===== src/hdl/assert_macros.svh =====
// Assertion helpers used by the RTL.
`ifndef ASSERT_MACROS_SVH
`define ASSERT_MACROS_SVH

// Property must hold at every clock edge outside reset.
`define SRTF_ASSERT(lbl, clk, rstn, prop, msg) \
    lbl: assert property (@(posedge clk) disable iff (!rstn) prop) else $error(msg);

// Condition must never be seen outside reset.
`define SRTF_NEVER(lbl, clk, rstn, cond, msg) \
    lbl: assert property (@(posedge clk) disable iff (!rstn) !(cond)) else $error(msg);

`endif


===== src/hdl/srtf_pkg.sv =====
package srtf_pkg;

    localparam logic REQ_ARRIVAL = 1'b0;
    localparam logic REQ_TICK    = 1'b1;

    localparam logic [2:0] ST_ACCEPTED   = 3'd0;
    localparam logic [2:0] ST_FULL       = 3'd1;
    localparam logic [2:0] ST_ZERO_BURST = 3'd2;
    localparam logic [2:0] ST_RAN        = 3'd3;
    localparam logic [2:0] ST_IDLE_TICK  = 3'd4;

    typedef struct packed {
        logic load;
        logic issue;
        logic commit;
    } srtf_cmd_t;

    typedef struct packed {
        logic scan_last;
        logic out_free;
    } srtf_sts_t;

endpackage


===== src/hdl/srtf_ctrl.sv =====
module srtf_ctrl
(
    input  logic                clk,
    input  logic                rst_n,
    input  logic                in_valid,
    output logic                in_stall,
    input  srtf_pkg::srtf_sts_t sts,
    output srtf_pkg::srtf_cmd_t cmd
);

    typedef enum logic [3:0]
    {
        S_IDLE   = 4'b0001,
        S_SCAN   = 4'b0010,
        S_DRAIN  = 4'b0100,
        S_UPDATE = 4'b1000
    } state_t;

    state_t state_reg;
    state_t state_next;

    always_comb
    begin
        state_next = state_reg;
        cmd        = '0;
        in_stall   = 1'b1;
        unique case (state_reg)
            S_IDLE:
            begin
                in_stall = 1'b0;
                if (in_valid)
                begin
                    cmd.load   = 1'b1;
                    state_next = S_SCAN;
                end
            end
            S_SCAN:
            begin
                cmd.issue = 1'b1;
                if (sts.scan_last)
                begin
                    state_next = S_DRAIN;
                end
            end
            // last read word is compared here
            S_DRAIN:
            begin
                state_next = S_UPDATE;
            end
            S_UPDATE:
            begin
                if (sts.out_free)
                begin
                    cmd.commit = 1'b1;
                    state_next = S_IDLE;
                end
            end
            default:
            begin
                state_next = S_IDLE;
            end
        endcase
    end

    always_ff @(posedge clk or negedge rst_n)
    begin
        if (!rst_n)
        begin
            state_reg <= S_IDLE;
        end
        else
        begin
            state_reg <= state_next;
        end
    end

endmodule


===== src/hdl/srtf_dpath.sv =====
`include "assert_macros.svh"

module srtf_dpath
#(
    parameter int SLOTS     = 16,
    parameter int TIME_BITS = 16
)
(
    input  logic                clk,
    input  logic                rst_n,
    input  srtf_pkg::srtf_cmd_t cmd,
    output srtf_pkg::srtf_sts_t sts,
    input  logic                req_type,
    input  logic [7:0]          job_id,
    input  logic [15:0]         burst_len,
    output logic                out_valid,
    input  logic                out_stall,
    output logic [2:0]          status,
    output logic [7:0]          run_id,
    output logic                finished,
    output logic [15:0]         now_time,
    output logic [15:0]         turnaround,
    output logic [15:0]         wait_ticks,
    output logic [15:0]         response,
    output logic [15:0]         idle_total
);

    localparam int IW = (SLOTS > 1) ? $clog2(SLOTS) : 1;
    localparam int TB = TIME_BITS;

    // slot table, one read and one write port
    logic [7:0]    mem_job   [SLOTS];
    logic [TB-1:0] mem_arr   [SLOTS];
    logic [15:0]   mem_burst [SLOTS];
    logic [15:0]   mem_left  [SLOTS];
    logic [TB-1:0] mem_first [SLOTS];

    logic [SLOTS-1:0] valid_reg;
    logic [SLOTS-1:0] started_reg;

    logic          req_reg;
    logic [7:0]    job_in_reg;
    logic [15:0]   burst_in_reg;
    logic [IW-1:0] cnt_reg;

    logic          rd_pend_reg;
    logic [IW-1:0] rd_idx_reg;
    logic [7:0]    rd_job_reg;
    logic [TB-1:0] rd_arr_reg;
    logic [15:0]   rd_burst_reg;
    logic [15:0]   rd_left_reg;
    logic [TB-1:0] rd_first_reg;

    logic          best_found_reg;
    logic [IW-1:0] best_idx_reg;
    logic [7:0]    best_job_reg;
    logic [TB-1:0] best_arr_reg;
    logic [15:0]   best_burst_reg;
    logic [15:0]   best_left_reg;
    logic [TB-1:0] best_first_reg;
    logic          free_found_reg;
    logic [IW-1:0] free_idx_reg;

    logic [TB-1:0] time_reg;
    logic [15:0]   idle_reg;
    logic [15:0]   idle_next;

    logic          out_valid_reg;
    logic [2:0]    out_status_reg;
    logic [7:0]    out_run_reg;
    logic          out_finished_reg;
    logic [15:0]   out_now_reg;
    logic [15:0]   out_ta_reg;
    logic [15:0]   out_wt_reg;
    logic [15:0]   out_rsp_reg;
    logic [15:0]   out_idle_reg;

    logic          cand_valid;
    logic          cand_ahead;
    logic          cand_take;
    logic          cand_free;

    logic          is_tick;
    logic          zero_burst;
    logic          arr_ok;
    logic          tick_run;
    logic [15:0]   left_dec;
    logic          fin;
    logic [TB-1:0] first_eff;
    logic [32:0]   t_full;
    logic [32:0]   wt_full;
    logic [32:0]   rsp_full;
    logic [15:0]   ta_val;
    logic [15:0]   wt_val;
    logic [15:0]   rsp_val;
    logic [2:0]    st_val;
    logic [31:0]   now_ext;

    logic          wr_en;
    logic [IW-1:0] wr_idx;
    logic [7:0]    wr_job;
    logic [TB-1:0] wr_arr;
    logic [15:0]   wr_burst;
    logic [15:0]   wr_left;
    logic [TB-1:0] wr_first;

    function automatic logic [15:0] sat16(input logic [32:0] v);
        return (v > 33'h0_FFFF) ? 16'hFFFF : v[15:0];
    endfunction

    assign sts.scan_last = (cnt_reg == IW'(SLOTS - 1));
    assign sts.out_free  = !out_valid_reg || !out_stall;

    // scan compare: strict less keeps the lower slot on equal keys
    assign cand_valid = rd_pend_reg && valid_reg[rd_idx_reg];
    assign cand_ahead = (rd_left_reg < best_left_reg)
                     || ((rd_left_reg == best_left_reg) && (rd_arr_reg < best_arr_reg))
                     || ((rd_left_reg == best_left_reg) && (rd_arr_reg == best_arr_reg)
                         && (rd_job_reg < best_job_reg));
    assign cand_take  = cand_valid && (!best_found_reg || cand_ahead);
    assign cand_free  = rd_pend_reg && !valid_reg[rd_idx_reg] && !free_found_reg;

    assign is_tick    = (req_reg == srtf_pkg::REQ_TICK);
    assign zero_burst = (burst_in_reg == 16'd0);
    assign arr_ok     = !is_tick && !zero_burst && free_found_reg;
    assign tick_run   = is_tick && best_found_reg;

    assign left_dec  = best_left_reg - 16'd1;
    assign fin       = (left_dec == 16'd0);
    assign first_eff = started_reg[best_idx_reg] ? best_first_reg : time_reg;
    assign t_full    = 33'(time_reg) - 33'(best_arr_reg) + 33'd1;
    assign wt_full   = t_full - 33'(best_burst_reg);
    assign rsp_full  = 33'(first_eff) - 33'(best_arr_reg);
    assign ta_val    = sat16(t_full);
    // negative wait only under time saturation
    assign wt_val    = (t_full >= 33'(best_burst_reg)) ? sat16(wt_full) : 16'd0;
    assign rsp_val   = sat16(rsp_full);
    assign now_ext   = 32'(time_reg);

    always_comb
    begin
        priority if (is_tick && best_found_reg)
        begin
            st_val = srtf_pkg::ST_RAN;
        end
        else if (is_tick)
        begin
            st_val = srtf_pkg::ST_IDLE_TICK;
        end
        else if (zero_burst)
        begin
            st_val = srtf_pkg::ST_ZERO_BURST;
        end
        else if (!free_found_reg)
        begin
            st_val = srtf_pkg::ST_FULL;
        end
        else
        begin
            st_val = srtf_pkg::ST_ACCEPTED;
        end
    end

    assign idle_next = (is_tick && !best_found_reg && (idle_reg != 16'hFFFF))
                     ? idle_reg + 16'd1 : idle_reg;

    assign wr_en    = cmd.commit && (arr_ok || tick_run);
    assign wr_idx   = is_tick ? best_idx_reg   : free_idx_reg;
    assign wr_job   = is_tick ? best_job_reg   : job_in_reg;
    assign wr_arr   = is_tick ? best_arr_reg   : time_reg;
    assign wr_burst = is_tick ? best_burst_reg : burst_in_reg;
    assign wr_left  = is_tick ? left_dec       : burst_in_reg;
    assign wr_first = is_tick ? first_eff      : '0;

    always_ff @(posedge clk)
    begin
        if (wr_en)
        begin
            mem_job[wr_idx]   <= wr_job;
            mem_arr[wr_idx]   <= wr_arr;
            mem_burst[wr_idx] <= wr_burst;
            mem_left[wr_idx]  <= wr_left;
            mem_first[wr_idx] <= wr_first;
        end
        if (cmd.issue)
        begin
            rd_job_reg   <= mem_job[cnt_reg];
            rd_arr_reg   <= mem_arr[cnt_reg];
            rd_burst_reg <= mem_burst[cnt_reg];
            rd_left_reg  <= mem_left[cnt_reg];
            rd_first_reg <= mem_first[cnt_reg];
        end
    end

    // payload and best-candidate registers
    always_ff @(posedge clk)
    begin
        if (cmd.load)
        begin
            req_reg      <= req_type;
            job_in_reg   <= job_id;
            burst_in_reg <= burst_len;
        end
        if (cand_take)
        begin
            best_idx_reg   <= rd_idx_reg;
            best_job_reg   <= rd_job_reg;
            best_arr_reg   <= rd_arr_reg;
            best_burst_reg <= rd_burst_reg;
            best_left_reg  <= rd_left_reg;
            best_first_reg <= rd_first_reg;
        end
        if (cand_free)
        begin
            free_idx_reg <= rd_idx_reg;
        end
        if (cmd.commit)
        begin
            out_status_reg   <= st_val;
            out_run_reg      <= (arr_ok ? job_in_reg : (tick_run ? best_job_reg : 8'd0));
            out_finished_reg <= tick_run && fin;
            out_now_reg      <= now_ext[15:0];
            out_ta_reg       <= (tick_run && fin) ? ta_val  : 16'd0;
            out_wt_reg       <= (tick_run && fin) ? wt_val  : 16'd0;
            out_rsp_reg      <= (tick_run && fin) ? rsp_val : 16'd0;
            out_idle_reg     <= idle_next;
        end
    end

    always_ff @(posedge clk or negedge rst_n)
    begin
        if (!rst_n)
        begin
            cnt_reg        <= '0;
            rd_pend_reg    <= 1'b0;
            rd_idx_reg     <= '0;
            best_found_reg <= 1'b0;
            free_found_reg <= 1'b0;
            valid_reg      <= '0;
            started_reg    <= '0;
            time_reg       <= '0;
            idle_reg       <= '0;
            out_valid_reg  <= 1'b0;
        end
        else
        begin
            rd_pend_reg <= cmd.issue;
            if (cmd.issue)
            begin
                rd_idx_reg <= cnt_reg;
                cnt_reg    <= cnt_reg + 1'b1;
            end
            if (cmd.load)
            begin
                cnt_reg        <= '0;
                best_found_reg <= 1'b0;
                free_found_reg <= 1'b0;
            end
            else
            begin
                if (cand_take)
                begin
                    best_found_reg <= 1'b1;
                end
                if (cand_free)
                begin
                    free_found_reg <= 1'b1;
                end
            end
            if (cmd.commit)
            begin
                if (arr_ok)
                begin
                    valid_reg[free_idx_reg]   <= 1'b1;
                    started_reg[free_idx_reg] <= 1'b0;
                end
                if (tick_run)
                begin
                    if (fin)
                    begin
                        valid_reg[best_idx_reg]   <= 1'b0;
                        started_reg[best_idx_reg] <= 1'b0;
                    end
                    else
                    begin
                        started_reg[best_idx_reg] <= 1'b1;
                    end
                end
                if (is_tick && (time_reg != {TB{1'b1}}))
                begin
                    time_reg <= time_reg + 1'b1;
                end
                idle_reg <= idle_next;
            end
            if (cmd.commit)
            begin
                out_valid_reg <= 1'b1;
            end
            else if (!out_stall)
            begin
                out_valid_reg <= 1'b0;
            end
        end
    end

    assign out_valid  = out_valid_reg;
    assign status     = out_status_reg;
    assign run_id     = out_run_reg;
    assign finished   = out_finished_reg;
    assign now_time   = out_now_reg;
    assign turnaround = out_ta_reg;
    assign wait_ticks = out_wt_reg;
    assign response   = out_rsp_reg;
    assign idle_total = out_idle_reg;

    `SRTF_ASSERT(a_commit_fills_out, clk, rst_n, cmd.commit |=> out_valid_reg, "commit did not load output")
    `SRTF_ASSERT(a_fin_only_on_run, clk, rst_n, (out_valid_reg && out_finished_reg) |-> (out_status_reg == srtf_pkg::ST_RAN), "finished without a run")
    `SRTF_ASSERT(a_time_monotonic, clk, rst_n, 1'b1 |=> (time_reg >= $past(time_reg)), "time went backwards")
    `SRTF_NEVER(a_started_needs_valid, clk, rst_n, |(started_reg & ~valid_reg), "started flag on a free slot")

endmodule


===== src/hdl/srtf_tick_scheduler.sv =====
// Shortest-remaining-time scheduler over a table of SLOTS job slots.
// Input channel (in_valid / in_stall): req_type, job_id, burst_len. An
// arrival stores a job stamped with the current time; a tick runs the job
// with least time left (ties: earlier arrival, lower id, lower slot).
// Output channel (out_valid / out_stall): one result per transaction with
// status, run_id, finished, now_time, the finish metrics and the idle count.
// Every transaction sweeps the whole slot table through its single read
// port, one slot per cycle, and the next transaction is taken only after
// the current one has been written back to the output register.
// in_stall is low only while the block is idle. The result sits in an
// output register: a stalled receiver holds it steady, and the next
// transaction may still be accepted and scanned, waiting at the write-back
// step until that register is free.
// Reset clears slot valid and started flags, time and idle count; slot
// contents are not reset and count only once their slot is valid.
module srtf_tick_scheduler
#(
    parameter int SLOTS     = 16,
    parameter int TIME_BITS = 16
)
(
    input  logic        clk,
    input  logic        rst_n,
    input  logic        in_valid,
    output logic        in_stall,
    input  logic        req_type,
    input  logic [7:0]  job_id,
    input  logic [15:0] burst_len,
    output logic        out_valid,
    input  logic        out_stall,
    output logic [2:0]  status,
    output logic [7:0]  run_id,
    output logic        finished,
    output logic [15:0] now_time,
    output logic [15:0] turnaround,
    output logic [15:0] wait_ticks,
    output logic [15:0] response,
    output logic [15:0] idle_total
);

    srtf_pkg::srtf_cmd_t cmd;
    srtf_pkg::srtf_sts_t sts;

    srtf_ctrl u_ctrl
    (
        .clk      (clk),
        .rst_n    (rst_n),
        .in_valid (in_valid),
        .in_stall (in_stall),
        .sts      (sts),
        .cmd      (cmd)
    );

    srtf_dpath
    #(
        .SLOTS     (SLOTS),
        .TIME_BITS (TIME_BITS)
    )
    u_dpath
    (
        .clk        (clk),
        .rst_n      (rst_n),
        .cmd        (cmd),
        .sts        (sts),
        .req_type   (req_type),
        .job_id     (job_id),
        .burst_len  (burst_len),
        .out_valid  (out_valid),
        .out_stall  (out_stall),
        .status     (status),
        .run_id     (run_id),
        .finished   (finished),
        .now_time   (now_time),
        .turnaround (turnaround),
        .wait_ticks (wait_ticks),
        .response   (response),
        .idle_total (idle_total)
    );

endmodule

===== config.mk =====
export PLATFORM = sky130hd
export DESIGN_NAME = srtf_tick_scheduler
export DESIGN_NICKNAME = d
export VERILOG_FILES = /design/src/hdl/srtf_pkg.sv /design/src/hdl/srtf_ctrl.sv /design/src/hdl/srtf_dpath.sv /design/src/hdl/srtf_tick_scheduler.sv
export VERILOG_INCLUDE_DIRS = /design/src /design/src/hdl
export SDC_FILE = /design/constraint.sdc
export NUM_CORES = 2
export LEC_CHECK = 0
export BUFFER_PORTS_ARGS = -buffer_cell sky130_fd_sc_hd__clkbuf_2
export CELL_PAD_IN_SITES_DETAIL_PLACEMENT = 0
export CELL_PAD_IN_SITES_GLOBAL_PLACEMENT = 2
export CORE_AREA = 2 2 367 369
export CTS_BUF_LIST = sky130_fd_sc_hd__clkbuf_8
export DETAILED_ROUTE_END_ITERATION = 10
export DIE_AREA = 0 0 369 371
export GPL_ROUTABILITY_DRIVEN = 0
export GPL_TIMING_DRIVEN = 0
export PLACE_DENSITY_LB_ADDON = 0.2
export SYNTH_ARGS = -nofsm -noshare
export SYNTH_HDL_FRONTEND = slang
export SYNTH_SLANG_ARGS = --single-unit

===== constraint.sdc =====
create_clock -name clk -period 6.5 [get_ports clk]
set_input_delay 0.65 -clock clk [delete_from_list [all_inputs] [get_ports clk]]
set_output_delay 0.65 -clock clk [all_outputs]
set_load 0.02 [all_outputs]

==> impl_summary.txt <==
----------------------------------------------------
[Outcome]
  Outcome ... completed

[Synthesis]
  Number of storage elements in the synthesis netlist ... approximately 1500
  Share of synthesized area spent on multiplexers ... 0.148
  Cell type with the largest total area after synthesis ... edfxtp_1
  Sequential share of the synthesized area ... 0.733
  Post-synth EDFFs ... approximately 1400
  Simple-gate share of the synthesized area ... 0.0381
  Yosys warning count ... 0
  Post-synthesis net count ... approximately 3200
  Combinational family with the most area after synthesis ... multiplexers
  Synthesized-area fraction occupied by ao, oa, aoi and oai cells ... 0.0296
  Biggest area contributors in the synthesized netlist ... edfxtp_1, mux4_2, dfrtp_1, ha_1, xnor2_1
  Per-instance average area after synthesis ... ~20 sq um
  Predominant post-synthesis flop cell ... edfxtp_1
  Area of the mapped netlist ... a little over 0.06 sq mm
  Share of Yosys cell area claimed by the top area cell type ... 0.701
  XOR/XNOR Fraction of Synth Area ... 0.0167
  Async set or reset register ratio after synthesis ... 0.0533
  Count of distinct cell types in the synthesized netlist ... between 70 and 80
  Adder-cell area share of the yosys netlist ... 0.0205
  Syn Inst Count ... 3099

[Power]
  Share of total power in combinational logic ... 0.197
  Static leakage ... ~24 nW
  Part of the total power dissipated in the clock network ... 0.320
  Areal power density over the cells ... around 340 mW/mm^2
  Power share of the sequential group ... 0.483
  Switching power ... between 6 and 7 mW
  Worst vdd rail ir drop ... between 200 and 250 uV
  Cell-internal power ... between 15 and 20 mW
  Switching share of total power ... 0.276
  Post-route total power ... about 24 mW

[Critical path]
  Worst R2R End ... u_dpath.wait_ticks[15]$_SDFFCE_PN0P_
  Highest-delay cell along the critical path ... dfrtp_1
  Startpoint type of the worst setup path ... flop
  Worst-path fanout max ... 10
  WS Path Type ... reg2reg
  Worst path required time ... between 7000 and 8000 ps
  Worst path top cell family by delay ... simple AND/OR/NAND/NOR gates
  Ordered list of cells on the worst path ... inv_1 > ha_1 > fa_1 > nor2b_1 > o22ai_1 > xnor2_1 > nand4_1 > inv_1 > nand2_1 > xnor2_1 > ha_1 > or2_2 > a21oi_1 > a21oi_1 > nand4_1 > a41oi_1 > a221oi_1 > xnor2_1 > nor3b_2 > buf_2 > a21oi_1
  Arr. time, crit path ... ~6600 ps
  Max incr delay on CP ... between 400 and 500 ps
  FF-to-FF Start ... u_dpath.time_reg[0]$_DFFE_PN0P_
  Logic depth of the worst setup path including buffers ... 21
  Element type at the critical path end ... flop
  Count of buffering cells on the critical path with inverters included ... 3
  Flop-to-flop setup slack ... ~530 ps
  Depth of the worst register-to-register path ... 21

[Final layout]
  Area growth from synthesis to layout ... 15.2%
  Total of fill cells in the finished design ... 10500
  Most frequent cells in the layout ... edfxtp_1, mux4_2, clkbuf_8
  Commonest non-fill, non-tap cell in the layout ... edfxtp_1
  Layout cells sized above 1 ... 0.264
  Final design utilization ... 0.529
  Final instance area ... roughly 0.07 sq mm
  Final net count ... between 3000 and 4000

[Global route]
  Initial antenna violation count ... 7
  Overall Global Routing Usage ... 0.245
  First-pass GRT wire length ... about 240 mm
  Maximum number of pins on one net before global-route repair ... 58
  Vias in the first global route ... between 30000 and 40000
  GRT Residual Overflow ... 0

[STA]
  Max-slew violation total from the final report ... 0
  Final-layout worst hold slack ... 141 ps
  Setup total negative slack ... 0 ps
  Final Setup Violations ... 0
  Worst slew margin ... 0.0281
  Number of endpoints with negative hold slack in the final report ... 0
  Highest achievable clock rate ... around 170 MHz
  Actual slew at the worst max-slew pin ... roughly 1500 ps
  Worst clock skew ... 49.7 ps
  Final period util ... 0.918
  Setup repair after global routing missed its margin ... false
  Clock period minus final worst setup slack ... about 6000 ps

[Detailed routing]
  Violation count after the first detailed-routing iteration ... ~3600
  Routed vias ... about 32000
  Detail Route Antenna Nets ... 0
  Vias per cell ... ~6
  Post-DR wirelength/cell ... about 30 microns
  Total routed wirelength ... 166 mm
  Pre-Repair DR Iteration Count ... 6
  Final routed DRC violation total ... 0

[Floorplan]
  Width of the chip ... 369 microns
  Initial Utilization ... 0.459
  Area inside the core boundary ... roughly 0.13 sq mm
  Height of the chip ... approximately 370 microns
  Area enclosed by the die boundary ... about 0.14 sq mm
  Top-level port count ... ~120
  Placement Rows ... 134

[CTS]
  Number of clock sinks ... about 1500
  TritonCTS clock tree ... yes
  Max clock buf depth ... 3
  Clock buffers created by TritonCTS ... between 200 and 250
  Clock-pin transition on the worst setup and hold timing paths ... around 60 ps
  Clock tree root buffer cell ... clkbuf_8
  Worst skew pair latency ... 950 ps
  H-tree level count ... 4

[Place]
  Final HPWL from detailed placement ... ~110 mm
  IO buf count ... 122
  Total placed instance area ... 0.0655 sq mm

[Worst hold path]
  Min-delay src ... in_valid
  Number of stages on the worst hold path ... 4
  Worst Hold Path EP ... u_ctrl.state_reg[0]$_DFFE_PN1P_
  Path type of the worst min-delay path ... in2reg

[Flow run]
  Max-cap viol count ... 0

----------------------------------------------------
[metrics by stage]
| step | worst slack, ps | std cells |
|---|---|---|
| 6_report | 532 | 5523 |
| 5_1_grt | 74.5 | 5523 |
| 3_5_place_dp | 410 | 5063 |
| 4_1_cts | 401 | 5521 |
| 3_3_place_gp | -6480 | 4989 |
| 2_1_floorplan | 29.9 | 3099 |
[area by class of cell]
class / count / area [sq um] / share of cell area
clock buffer: 241 / 3320 / 0.0473
tap: 1768 / 2210 / 0.0315
antenna: 1 / 2.50 / 0.0000357
sequential: 1501 / 44700 / 0.637
inverter: 88 / 330 / 0.00471
buffer: 126 / 498 / 0.00710
clock inverter: 190 / 1130 / 0.0160
timing repair buffer: 224 / 2450 / 0.0349
multi-input combinational: 1384 / 15600 / 0.222
[layer usage]
metal | vias up | global-route usage | wire length [microns]
li1 | 13600 | - | -
met1 | 17300 | 0.353 | 71000
met2 | 1400 | 0.392 | 80000
met3 | 218 | 0.0402 | 12000
met4 | 0 | 0.0633 | 3330
met5 | - | 0 | 0
[worst max-delay path by stage]
stage | from | endpoint
2_1_floorplan | u_dpath.best_left_reg[1]$_DFFE_PP_ | u_dpath.best_arr_reg[0]$_DFFE_PP_
3_3_place_gp | u_dpath.best_left_reg[10]$_DFFE_PP_ | u_dpath.best_first_reg[11]$_DFFE_PP_
3_5_place_dp | u_dpath.best_idx_reg[0]$_DFFE_PP_ | u_dpath.response[9]$_SDFFCE_PN0P_
4_1_cts | u_dpath.best_idx_reg[0]$_DFFE_PP_ | u_dpath.response[9]$_SDFFCE_PN0P_
5_1_grt | u_dpath.time_reg[0]$_DFFE_PN0P_ | u_dpath.wait_ticks[11]$_SDFFCE_PN0P_
6_report | u_dpath.time_reg[0]$_DFFE_PN0P_ | u_dpath.wait_ticks[15]$_SDFFCE_PN0P_
[logic make-up after synthesis]
| kind of cell | Yosys count |
|---|---|
| AOI/OAI and AO/OA | 297 |
| adders and majority gates | 98 |
| DFF | 1501 |
| and+or+nand+nor | 441 |
| xor gates and xnor gates | 116 |
| muxes | 432 |
| buffers and inverters | 214 |
[worst min-delay path, stage by stage]
cell	delay, ps
clkbuf_2	110
nor2_1	60
o21ai_0	160
nand2_1	70
[power by group through the flow]
stage	sequential (mW)	combinational, mW	clock, mW
final	11.4	4.65	7.58
after floorplan	11.5	3.12	0
after CTS	11.4	4.74	7.73
after global routing	11.4	4.94	8.14
after global placement	11.7	4.51	0
after detailed placement	11.6	4.71	0
[cell usage after synthesis (4+ instances only)]
library cell / count
o31ai_1: 4
o31a_1: 4
ha_1: 95
nor2b_1: 27
o21ai_0: 59
xor2_1: 36
or3_1: 7
a21boi_0: 4
a41oi_1: 7
o21a_1: 10
a31oi_1: 4
buf_1: 34
xnor2_1: 80
a21o_1: 25
o22ai_1: 9
or2_2: 6
nor2_1: 104
a21oi_1: 129
mux2_2: 60
dfrtp_1: 79
nand2b_1: 22
nor4_1: 11
nand3_2: 10
and3_1: 14
a22oi_1: 5
nand4_1: 27
mux4_2: 370
nand3_1: 36
inv_1: 87
edfxtp_1: 1421
buf_2: 7
nor3_1: 29
nor3b_1: 5
nand2_1: 99
and2_1: 25
o211ai_1: 4
clkbuf_1: 84
[what timing repair did]
action	CTS	global route
endpoints found under the hold margin	53	0
setup buffers	0	0
setup endpoints to repair	0	9
gates resized for setup	0	2
hold buffers	27	0
Note: power is estimated with default switching activity, not from simulation.
